<file path="src/sv/bba_pkg.sv">
// ----------------------------------------------------------------------------
// bba_pkg
// Shared types and codes for the block bitmap allocator.
// ----------------------------------------------------------------------------
`default_nettype none

package bba_pkg;

    localparam int FUNC_W = 2;
    localparam int BLK_W  = 16;
    localparam int CNT_W  = 13;
    localparam int STAT_W = 2;
    localparam int POS_W  = 17;

    localparam logic [FUNC_W-1:0] FUNC_ALLOC   = 2'd0;
    localparam logic [FUNC_W-1:0] FUNC_CLAIM   = 2'd1;
    localparam logic [FUNC_W-1:0] FUNC_RELEASE = 2'd2;
    localparam logic [FUNC_W-1:0] FUNC_QUERY   = 2'd3;

    localparam logic [STAT_W-1:0] STAT_OK     = 2'd0;
    localparam logic [STAT_W-1:0] STAT_NOFREE = 2'd1;
    localparam logic [STAT_W-1:0] STAT_USED   = 2'd2;
    localparam logic [STAT_W-1:0] STAT_RANGE  = 2'd3;

    typedef struct packed {
        logic [FUNC_W-1:0] func;
        logic [BLK_W-1:0]  block_number;
    } t_req;

    typedef struct packed {
        logic [CNT_W-1:0]  granted_block;
        logic              in_use;
        logic [STAT_W-1:0] status;
    } t_rsp;

    typedef enum logic [2:0] {
        S_CLEAR,
        S_IDLE,
        S_SCAN,
        S_DIV,
        S_MOD,
        S_RESP
    } t_state;

endpackage

`default_nettype wire

</file>
<file path="src/sv/block_bitmap_allocator_top.sv">
// ----------------------------------------------------------------------------
// block_bitmap_allocator_top
// First-fit block allocator over a used/free bitmap held in one memory.
// ----------------------------------------------------------------------------
// The bitmap lives in a word-wide memory of ceil(MAX_BLOCKS/WORD_BITS) entries;
// the user must keep WORD_BITS a power of two, which the block does not
// enforce. After reset a clearing pass writes one word per cycle, and input is
// held off until every word is cleared; configuration writes are taken
// throughout. One item is in work at a time. Alloc scans the bitmap word by
// word (the memory read port delivers one word a cycle). Claim, release and
// query go through accept, word/bit split, word read, then write-back and
// result; items decided at once (range errors, blocks outside the map, an
// empty count for alloc) go from accept straight to the result. A finished
// result sits in an output register while the next item is taken; that item
// then waits there until the register is emptied.
// ----------------------------------------------------------------------------
`default_nettype none

module block_bitmap_allocator_top #(
    parameter int MAX_BLOCKS = 4096,
    parameter int WORD_BITS  = 32
) (
    input  wire logic                      i_clk,
    input  wire logic                      i_rst_n,
    input  wire logic                      i_cfg_valid,
    output logic                           o_cfg_ready,
    input  wire logic [bba_pkg::CNT_W-1:0] i_cfg_data,
    input  wire logic                      i_in_valid,
    output logic                           o_in_ready,
    input  wire bba_pkg::t_req             i_in,
    output logic                           o_out_valid,
    input  wire logic                      i_out_ready,
    output bba_pkg::t_rsp                  o_out
);

    import bba_pkg::*;

    localparam int NWORDS = (MAX_BLOCKS + WORD_BITS - 1) / WORD_BITS;
    localparam int AW     = (NWORDS > 1) ? $clog2(NWORDS) : 1;
    localparam int BW     = $clog2(WORD_BITS);

    logic [CNT_W-1:0] r_block_count;
    logic [CNT_W-1:0] w_count;

    logic                 w_wr_en;
    logic [AW-1:0]        w_wr_addr;
    logic [WORD_BITS-1:0] w_wr_data;
    logic                 w_rd_en;
    logic [AW-1:0]        w_rd_addr;
    logic [WORD_BITS-1:0] w_rd_data;
    logic                 w_div_start;
    logic [BLK_W-1:0]     w_div_num;
    logic                 w_div_done;
    logic [BLK_W-1:0]     w_div_quot;
    logic [BW-1:0]        w_div_rem;

    assign o_cfg_ready = 1'b1;

    always_ff @(posedge i_clk) begin
        if (!i_rst_n) begin
            r_block_count <= '0;
        end else if (i_cfg_valid) begin
            r_block_count <= i_cfg_data;
        end
    end

    // counts above capacity act as capacity
    assign w_count = (POS_W'(r_block_count) > POS_W'(MAX_BLOCKS)) ?
                     CNT_W'(MAX_BLOCKS) : r_block_count;

    bba_mem #(
        .DEPTH (NWORDS),
        .WIDTH (WORD_BITS),
        .AW    (AW)
    ) u_mem (
        .i_clk     (i_clk),
        .i_wr_en   (w_wr_en),
        .i_wr_addr (w_wr_addr),
        .i_wr_data (w_wr_data),
        .i_rd_en   (w_rd_en),
        .i_rd_addr (w_rd_addr),
        .o_rd_data (w_rd_data)
    );

    bba_div #(
        .BW (BW)
    ) u_div (
        .i_clk   (i_clk),
        .i_rst_n (i_rst_n),
        .i_start (w_div_start),
        .i_num   (w_div_num),
        .o_done  (w_div_done),
        .o_quot  (w_div_quot),
        .o_rem   (w_div_rem)
    );

    bba_ctrl #(
        .WORD_BITS (WORD_BITS),
        .NWORDS    (NWORDS),
        .AW        (AW),
        .BW        (BW)
    ) u_ctrl (
        .i_clk       (i_clk),
        .i_rst_n     (i_rst_n),
        .i_count     (w_count),
        .i_in_valid  (i_in_valid),
        .o_in_ready  (o_in_ready),
        .i_in        (i_in),
        .o_out_valid (o_out_valid),
        .i_out_ready (i_out_ready),
        .o_out       (o_out),
        .o_wr_en     (w_wr_en),
        .o_wr_addr   (w_wr_addr),
        .o_wr_data   (w_wr_data),
        .o_rd_en     (w_rd_en),
        .o_rd_addr   (w_rd_addr),
        .i_rd_data   (w_rd_data),
        .o_div_start (w_div_start),
        .o_div_num   (w_div_num),
        .i_div_done  (w_div_done),
        .i_div_quot  (w_div_quot),
        .i_div_rem   (w_div_rem)
    );

endmodule

`default_nettype wire

</file>
<file path="src/sv/bba_mem.sv">
// ----------------------------------------------------------------------------
// bba_mem
// Bitmap word store: one write port, one read port, registered read data.
// ----------------------------------------------------------------------------
`default_nettype none

module bba_mem #(
    parameter int DEPTH = 128,
    parameter int WIDTH = 32,
    parameter int AW    = 7
) (
    input  wire logic             i_clk,
    input  wire logic             i_wr_en,
    input  wire logic [AW-1:0]    i_wr_addr,
    input  wire logic [WIDTH-1:0] i_wr_data,
    input  wire logic             i_rd_en,
    input  wire logic [AW-1:0]    i_rd_addr,
    output logic      [WIDTH-1:0] o_rd_data
);

    logic [WIDTH-1:0] r_mem [DEPTH];

    always_ff @(posedge i_clk) begin
        if (i_wr_en) begin
            r_mem[i_wr_addr] <= i_wr_data;
        end
    end

    always_ff @(posedge i_clk) begin
        if (i_rd_en) begin
            o_rd_data <= r_mem[i_rd_addr];
        end
    end

endmodule

`default_nettype wire

</file>
<file path="src/sv/bba_div.sv">
// ----------------------------------------------------------------------------
// bba_div
// Bit position to word/bit split: word index by shift, bit index by mask,
// registered, with done raised in the cycle after start.
// ----------------------------------------------------------------------------
`default_nettype none

module bba_div #(
    parameter int BW = 5
) (
    input  wire logic                       i_clk,
    input  wire logic                       i_rst_n,
    input  wire logic                       i_start,
    input  wire logic [bba_pkg::BLK_W-1:0]  i_num,
    output logic                            o_done,
    output logic      [bba_pkg::BLK_W-1:0]  o_quot,
    output logic      [BW-1:0]              o_rem
);

    import bba_pkg::*;

    logic             r_done;
    logic [BLK_W-1:0] r_quot;
    logic [BW-1:0]    r_rem;

    always_ff @(posedge i_clk) begin
        if (!i_rst_n) begin
            r_done <= 1'b0;
        end else begin
            r_done <= i_start;
        end
    end

    always_ff @(posedge i_clk) begin
        if (i_start) begin
            r_quot <= i_num >> BW;
            r_rem  <= i_num[BW-1:0];
        end
    end

    assign o_done = r_done;
    assign o_quot = r_quot;
    assign o_rem  = r_rem;

endmodule

`default_nettype wire

</file>
<file path="src/sv/bba_ctrl.sv">
// ----------------------------------------------------------------------------
// bba_ctrl
// Sequencer: clearing pass, first-fit word scan, single-bit read-modify-write,
// result register.
// ----------------------------------------------------------------------------
`default_nettype none

module bba_ctrl #(
    parameter int WORD_BITS = 32,
    parameter int NWORDS    = 128,
    parameter int AW        = 7,
    parameter int BW        = 5
) (
    input  wire logic                       i_clk,
    input  wire logic                       i_rst_n,
    input  wire logic [bba_pkg::CNT_W-1:0]  i_count,
    input  wire logic                       i_in_valid,
    output logic                            o_in_ready,
    input  wire bba_pkg::t_req              i_in,
    output logic                            o_out_valid,
    input  wire logic                       i_out_ready,
    output bba_pkg::t_rsp                   o_out,
    output logic                            o_wr_en,
    output logic      [AW-1:0]              o_wr_addr,
    output logic      [WORD_BITS-1:0]       o_wr_data,
    output logic                            o_rd_en,
    output logic      [AW-1:0]              o_rd_addr,
    input  wire logic [WORD_BITS-1:0]       i_rd_data,
    output logic                            o_div_start,
    output logic      [bba_pkg::BLK_W-1:0]  o_div_num,
    input  wire logic                       i_div_done,
    input  wire logic [bba_pkg::BLK_W-1:0]  i_div_quot,
    input  wire logic [BW-1:0]              i_div_rem
);

    import bba_pkg::*;

    localparam int STORE_BITS = NWORDS * WORD_BITS;

    t_state r_state, n_state;
    logic [FUNC_W-1:0] r_func, n_func;
    logic [AW-1:0]     r_word, n_word;
    logic [POS_W-1:0]  r_base, n_base;
    logic [AW-1:0]     r_clr, n_clr;
    t_rsp              r_res, n_res;
    t_rsp              r_out, n_out;
    logic              r_out_valid, n_out_valid;

    logic [BLK_W-1:0]     w_adj;
    logic [POS_W-1:0]     w_cnt;
    logic [POS_W-1:0]     w_map_bits;
    logic                 w_in_map;
    logic [POS_W-1:0]     w_limit;
    logic [WORD_BITS-1:0] w_free;
    logic                 w_found;
    logic [BW-1:0]        w_sel;
    logic [POS_W-1:0]     w_grant;
    logic                 w_bit;

    assign w_adj      = i_in.block_number - BLK_W'(1);
    assign w_cnt      = POS_W'(i_count);
    assign w_map_bits = (w_cnt + POS_W'(7)) & ~POS_W'(7);
    assign w_in_map   = (POS_W'(w_adj) < w_map_bits) && (POS_W'(w_adj) < POS_W'(STORE_BITS));
    assign w_limit    = w_cnt - r_base;
    assign w_bit      = i_rd_data[i_div_rem];

    always_comb begin
        w_free  = '0;
        w_found = 1'b0;
        w_sel   = '0;
        for (int i = 0; i < WORD_BITS; i++) begin
            w_free[i] = ~i_rd_data[i] & (POS_W'(i) < w_limit);
        end
        for (int i = WORD_BITS - 1; i >= 0; i--) begin
            if (w_free[i]) begin
                w_found = 1'b1;
                w_sel   = BW'(i);
            end
        end
    end

    assign w_grant = r_base + POS_W'(w_sel) + POS_W'(1);

    always_comb begin
        n_state     = r_state;
        n_func      = r_func;
        n_word      = r_word;
        n_base      = r_base;
        n_clr       = r_clr;
        n_res       = r_res;
        n_out       = r_out;
        n_out_valid = r_out_valid;
        o_in_ready  = 1'b0;
        o_wr_en     = 1'b0;
        o_wr_addr   = r_word;
        o_wr_data   = i_rd_data;
        o_rd_en     = 1'b0;
        o_rd_addr   = '0;
        o_div_start = 1'b0;
        o_div_num   = w_adj;

        if (r_out_valid && i_out_ready) begin
            n_out_valid = 1'b0;
        end

        case (r_state)
            S_CLEAR: begin
                o_wr_en   = 1'b1;
                o_wr_addr = r_clr;
                o_wr_data = '0;
                n_clr     = r_clr + 1'b1;
                if (r_clr == AW'(NWORDS - 1)) begin
                    n_state = S_IDLE;
                end
            end
            S_IDLE: begin
                o_in_ready = 1'b1;
                if (i_in_valid) begin
                    n_func = i_in.func;
                    n_res  = '{granted_block: '0, in_use: 1'b0, status: STAT_OK};
                    case (i_in.func)
                        FUNC_ALLOC: begin
                            if (i_count == '0) begin
                                n_res.status = STAT_NOFREE;
                                n_state      = S_RESP;
                            end else begin
                                o_rd_en = 1'b1;
                                n_word  = '0;
                                n_base  = '0;
                                n_state = S_SCAN;
                            end
                        end
                        FUNC_CLAIM: begin
                            if (i_in.block_number == '0 ||
                                POS_W'(i_in.block_number) > w_cnt) begin
                                n_res.status = STAT_RANGE;
                                n_state      = S_RESP;
                            end else begin
                                o_div_start = 1'b1;
                                n_state     = S_DIV;
                            end
                        end
                        FUNC_RELEASE: begin
                            if (!w_in_map) begin
                                n_state = S_RESP;
                            end else begin
                                o_div_start = 1'b1;
                                n_state     = S_DIV;
                            end
                        end
                        default: begin
                            if (!w_in_map) begin
                                n_res.in_use = 1'b1;
                                n_state      = S_RESP;
                            end else begin
                                o_div_start = 1'b1;
                                n_state     = S_DIV;
                            end
                        end
                    endcase
                end
            end
            S_SCAN: begin
                // read one word ahead while checking the current one
                o_rd_en   = (r_word != AW'(NWORDS - 1));
                o_rd_addr = r_word + 1'b1;
                if (w_found) begin
                    o_wr_en                = 1'b1;
                    o_wr_data[w_sel]       = 1'b1;
                    n_res.granted_block    = w_grant[CNT_W-1:0];
                    n_res.status           = STAT_OK;
                    n_state                = S_RESP;
                end else if (r_base + POS_W'(WORD_BITS) >= w_cnt) begin
                    n_res.status = STAT_NOFREE;
                    n_state      = S_RESP;
                end else begin
                    n_word = r_word + 1'b1;
                    n_base = r_base + POS_W'(WORD_BITS);
                end
            end
            S_DIV: begin
                if (i_div_done) begin
                    o_rd_en   = 1'b1;
                    o_rd_addr = i_div_quot[AW-1:0];
                    n_word    = i_div_quot[AW-1:0];
                    n_state   = S_MOD;
                end
            end
            S_MOD: begin
                n_state = S_RESP;
                case (r_func)
                    FUNC_CLAIM: begin
                        if (w_bit) begin
                            n_res.status = STAT_USED;
                        end else begin
                            o_wr_en              = 1'b1;
                            o_wr_data[i_div_rem] = 1'b1;
                        end
                    end
                    FUNC_RELEASE: begin
                        o_wr_en              = 1'b1;
                        o_wr_data[i_div_rem] = 1'b0;
                    end
                    FUNC_QUERY: begin
                        n_res.in_use = w_bit;
                    end
                    default: begin
                    end
                endcase
            end
            S_RESP: begin
                if (!r_out_valid || i_out_ready) begin
                    n_out       = r_res;
                    n_out_valid = 1'b1;
                    n_state     = S_IDLE;
                end
            end
            default: begin
                n_state = S_IDLE;
            end
        endcase
    end

    always_ff @(posedge i_clk) begin
        if (!i_rst_n) begin
            r_state     <= S_CLEAR;
            r_clr       <= '0;
            r_out_valid <= 1'b0;
        end else begin
            r_state     <= n_state;
            r_clr       <= n_clr;
            r_out_valid <= n_out_valid;
        end
    end

    always_ff @(posedge i_clk) begin
        r_func <= n_func;
        r_word <= n_word;
        r_base <= n_base;
        r_res  <= n_res;
        r_out  <= n_out;
    end

    assign o_out_valid = r_out_valid;
    assign o_out       = r_out;

endmodule

`default_nettype wire
</file>
<file path="config.mk">
export PLATFORM = sky130hd
export DESIGN_NAME = block_bitmap_allocator_top
export DESIGN_NICKNAME = d
export VERILOG_FILES = /design/src/sv/bba_pkg.sv /design/src/sv/block_bitmap_allocator_top.sv /design/src/sv/bba_mem.sv /design/src/sv/bba_div.sv /design/src/sv/bba_ctrl.sv
export SDC_FILE = /design/constraint.sdc
export NUM_CORES = 2
export LEC_CHECK = 0
export BUFFER_PORTS_ARGS = -buffer_cell sky130_fd_sc_hd__buf_2
export CORE_ASPECT_RATIO = 0.9
export CORE_MARGIN = 3
export CORE_UTILIZATION = 30
export DETAILED_ROUTE_END_ITERATION = 7
export MAX_ROUTING_LAYER = met4
export PLACE_DENSITY_LB_ADDON = 0.1
export SYNTH_ARGS = -nofsm -noshare
export SYNTH_HDL_FRONTEND = slang
export SYNTH_SLANG_ARGS = --single-unit
export TNS_END_PERCENT = 50
</file>
<file path="constraint.sdc">
create_clock -name i_clk -period 14.4 [get_ports i_clk]
set_input_delay 1.44 -clock i_clk [delete_from_list [all_inputs] [get_ports i_clk]]
set_output_delay 1.44 -clock i_clk [all_outputs]
set_load 0.03 [all_outputs]
</file>
==> summary.md <==
| Metric | Value |
|---|---|
| WS Path Type | reg -> reg |
| Crit-path max FO | 56 |
| DRT Wirelength | 602 mm |
| Pint | 19.7 mW |
| Die footprint | 0.583 sq mm |
| Worst hold slack | 0.418 ns |
| Final TNS setup | 0 ns |
| Initial Utilization | 0.302 |
| Post-layout util | 0.345 |
| CP Buf/Inv Count | 4 |
| Met1 wire length | 277 mm |
| Via count | 113,000 |
| Critical Path RT | 15.08 ns |
| Core ar. | 0.571 sq mm |
| Setup crit end kind | register |
| Routed Antenna Nets | 0 |
| RSZ-0062 raised after global routing | no |
| Yosys top cell by area | edfxtp_1 |
| Logic pwr share | 0.012 |
| Synth Area per Inst | 12.8 sq um |
| Hold Crit Class | reg -> reg |
| Status | complete, no violations |
| First-pass iteration count of the detailed router | 6 |
| Post-synth EDFFs | 4,193 |
| Slowest stage cell, crit path | a21oi_4 |
| Top-area cell type share of the netlist area | 0.731 |
| Asr flop ratio synth | 0 |
| PnR worst setup slack | 4.95 ns |
| Leading post-synthesis cells by cell area | edfxtp_1 (73%), nand2_1 (9.2%), a311oi_1 (4.6%) |
| Clk sinks | 4,218 |
| CTS H-tree lvls | 5 |
| Avg WL per Cell | 28.2 microns |
| Post-layout nets | 13,500 |
| Synthesized cell area | 0.172 sq mm |
| CP Depth | 20 |
| Worst path top cell family by delay | compound AO/OA/AOI/OAI gates |
| Crit-path max cell delay | 0.95 ns |
| Sw power | 5.17 mW |
| Total grt overflow | 0 |
| Final Hold Vio Count | 0 |
| TritonCTS clock tree | yes |
| Fillers | 55,600 |
| Dpl hpwl | 342 mm |
| Die W | 805 microns |
| CP Cell Sequence | inv_1, nand2_1, inv_1, ha_1, a21oi_1, o21ai_1, or4_1, a221oi_2, o221a_2, a31oi_1, a2111oi_0, o211ai_1, a31o_2, nand2_1, and2_1, ha_1, nand3b_1, a21oi_4, buf_4, buf_4 |
| Post-Place Worst Slack | 5.08 ns |
| Clock-pin slew on the worst setup and hold paths | 0.06 ns |
| Top_reg_cell synth | edfxtp_1 |
| Period utilisation layout | 0.657 |
| Part of the power in registers | 0.538 |
| CTS resizes | 0 |
| Slew HR | 0.0761 |
| Max frequency | 106 MHz |
| Register area | 0.126 sq mm |
| Area growth from synthesis to layout | 14.3% |
| Skew final | 0.0981 ns |
| WL met3 | 36.9 mm |
| PD cells | 126 mW/mm^2 |
| Maxcap violations | 0 |
| Worst-Margin Slew | 1.38 ns |
| Yosys cell types | 82 |
| PortBufs | 53 |
| Starting DRT DRC Count | 11,700 |
| First-pass GRT wire length | 846 mm |
| Seq/Total Area, Yosys | 0.734 |
| Hold buffers post-CTS | 0 |
| Share of layout cells above drive strength 1 | 0.0941 |
| Root Driver | clkbuf_16 |
| Setup Viol. Count Final | 0 |
| Routed wl met2 | 270 mm |
| Post-Syn Instances | 13,500 |
| Total setup buffers inserted after CTS | 0 |
| R2R cell count | 20 |
| Initial antenna violation count | 48 |
| Area of the multi-input gates | 0.0430 sq mm |
| Max-slew violations | 0 |
| DRC viols | 0 |
| Maximum vdd drop | 0.000117 V |
| Fin crit period | 9.45 ns |
| Largest net degree at the start of global routing | 139 |
| Uppermost layer routed | met4 |
| IO Pins | 55 |
| GRT Total Usage | 0.205 |
| Number of buffers created by CTS | 451 |
| Vias in the first global route | 109,000 |
| Chip height | 725 microns |
| Hold-critical path depth | 0 |
| Final total power | 24.8 mW |
| Clock buffer depth | 4 |
| Worst-skew pair later-pin latency | 1.07 ns |
| Share of total power in the clock network | 0.450 |
| Synth Warn # | 0 |
| Leak pwr | 65.2 nW |
| #FFs+latches synth | 4,218 |
| Most frequent cell after synthesis | nand2_1 |
| Crit start category | register |
| Sw Share | 0.208 |
| Row count | 263 |
| Commonest cells in the netlist | nand2_1 (4,235), edfxtp_1 (4,193), nand3_1 (1,058) |
| Vias per cell | 5.27 |
| Final GP Congestion | 0.843 |
| Arrival time worst endpoint | 10.13 ns |
[path summary, 6_finish.rpt]
check	from	end	slack, ns
worst min-delay path	u_ctrl.r_res[6]	u_ctrl.o_out[6]	0.42
worst max register to register	r_block_count[12]	u_mem.r_mem[14][26]	4.95
worst min register to register	u_ctrl.r_res[6]	u_ctrl.o_out[6]	0.42
worst max-delay path	r_block_count[12]	u_mem.r_mem[14][26]	4.95
[flip-flops by register name, indices dropped and copies added (netlist names)]
signal and count:
u_mem.r_mem 4096, u_mem.o_rd_data 32, u_ctrl.o_out 16, u_ctrl.r_res 16, r_block_count 13, u_ctrl.r_base 12
u_ctrl.r_clr 7, u_ctrl.r_word 7, u_div.o_quot 7, u_div.o_rem 5, u_ctrl.r_state 3, u_ctrl.r_func 2
u_ctrl.o_out_valid 1, u_div.o_done 1
[logic make-up (layout without fill, tap and decap cells)]
family          count (synthesis)  in the layout  share of synthesized area
xor+xnor                       47             47                    0.00239
simple gates                 6347           6347                      0.158
compound gates               1747           1747                     0.0767
other cells                     1             17                  0.0000218
mux                            23             23                    0.00192
flops                        4218           4218                      0.734
fa+ha+maj                      51             51                    0.00370
buf+inv                      1048           1352                     0.0233
[routing by layer]
layer  global-route usage  vias up
met1                0.290    58000
met5                    -        -
met3               0.0300      775
met2                0.309     3577
li1                     -    50200
met4               0.0521        0
[layout by cell type, fill, tap and decap left out, types with 57 or more instances in the layout]
cell	instances
nand2_1	4232
edfxtp_1	4193
nand3_1	1057
a311oi_1	898
and3_1	523
clkbuf_16	454
buf_4	389
a21oi_1	277
a31oi_1	150
nor3_1	146
nor3_2	133
clkinv_1	124
nor2_1	108
a211oi_1	101
clkbuf_1	97
o21ai_0	89
clkinv_2	73
inv_1	57
[power by group through the flow]
| stage | logic (mW) | clock network (mW) | registers (mW) |
|---|---|---|---|
| after floorplan | 0.152 | 0 | 13.6 |
| after global placement | 0.312 | 0 | 13.6 |
| after detailed placement | 0.308 | 0 | 13.6 |
| after CTS | 0.310 | 11.5 | 13.3 |
| after global routing | 0.327 | 11.9 | 13.3 |
| final | 0.308 | 11.2 | 13.3 |
[metrics by stage]
step           std cells  instance area [sq um]
4_1_cts            21300                 197000
5_1_grt            21300                 197000
2_1_floorplan      13500                 172000
6_report           21400                 197000
3_3_place_gp       20500                 183000
3_5_place_dp       20500                 183000
[cell type report]
class	count	share of cell area
Antenna cell	15	0.000191
Clock buffer	553	0.0597
Multi-Input combinational cell	8217	0.218
Inverter	59	0.00112
Sequential cell	4218	0.642
Clock inverter	265	0.0110
Timing Repair Buffer	475	0.0195
Tap cell	7552	0.0480
Power figures use the tool's default switching activity.
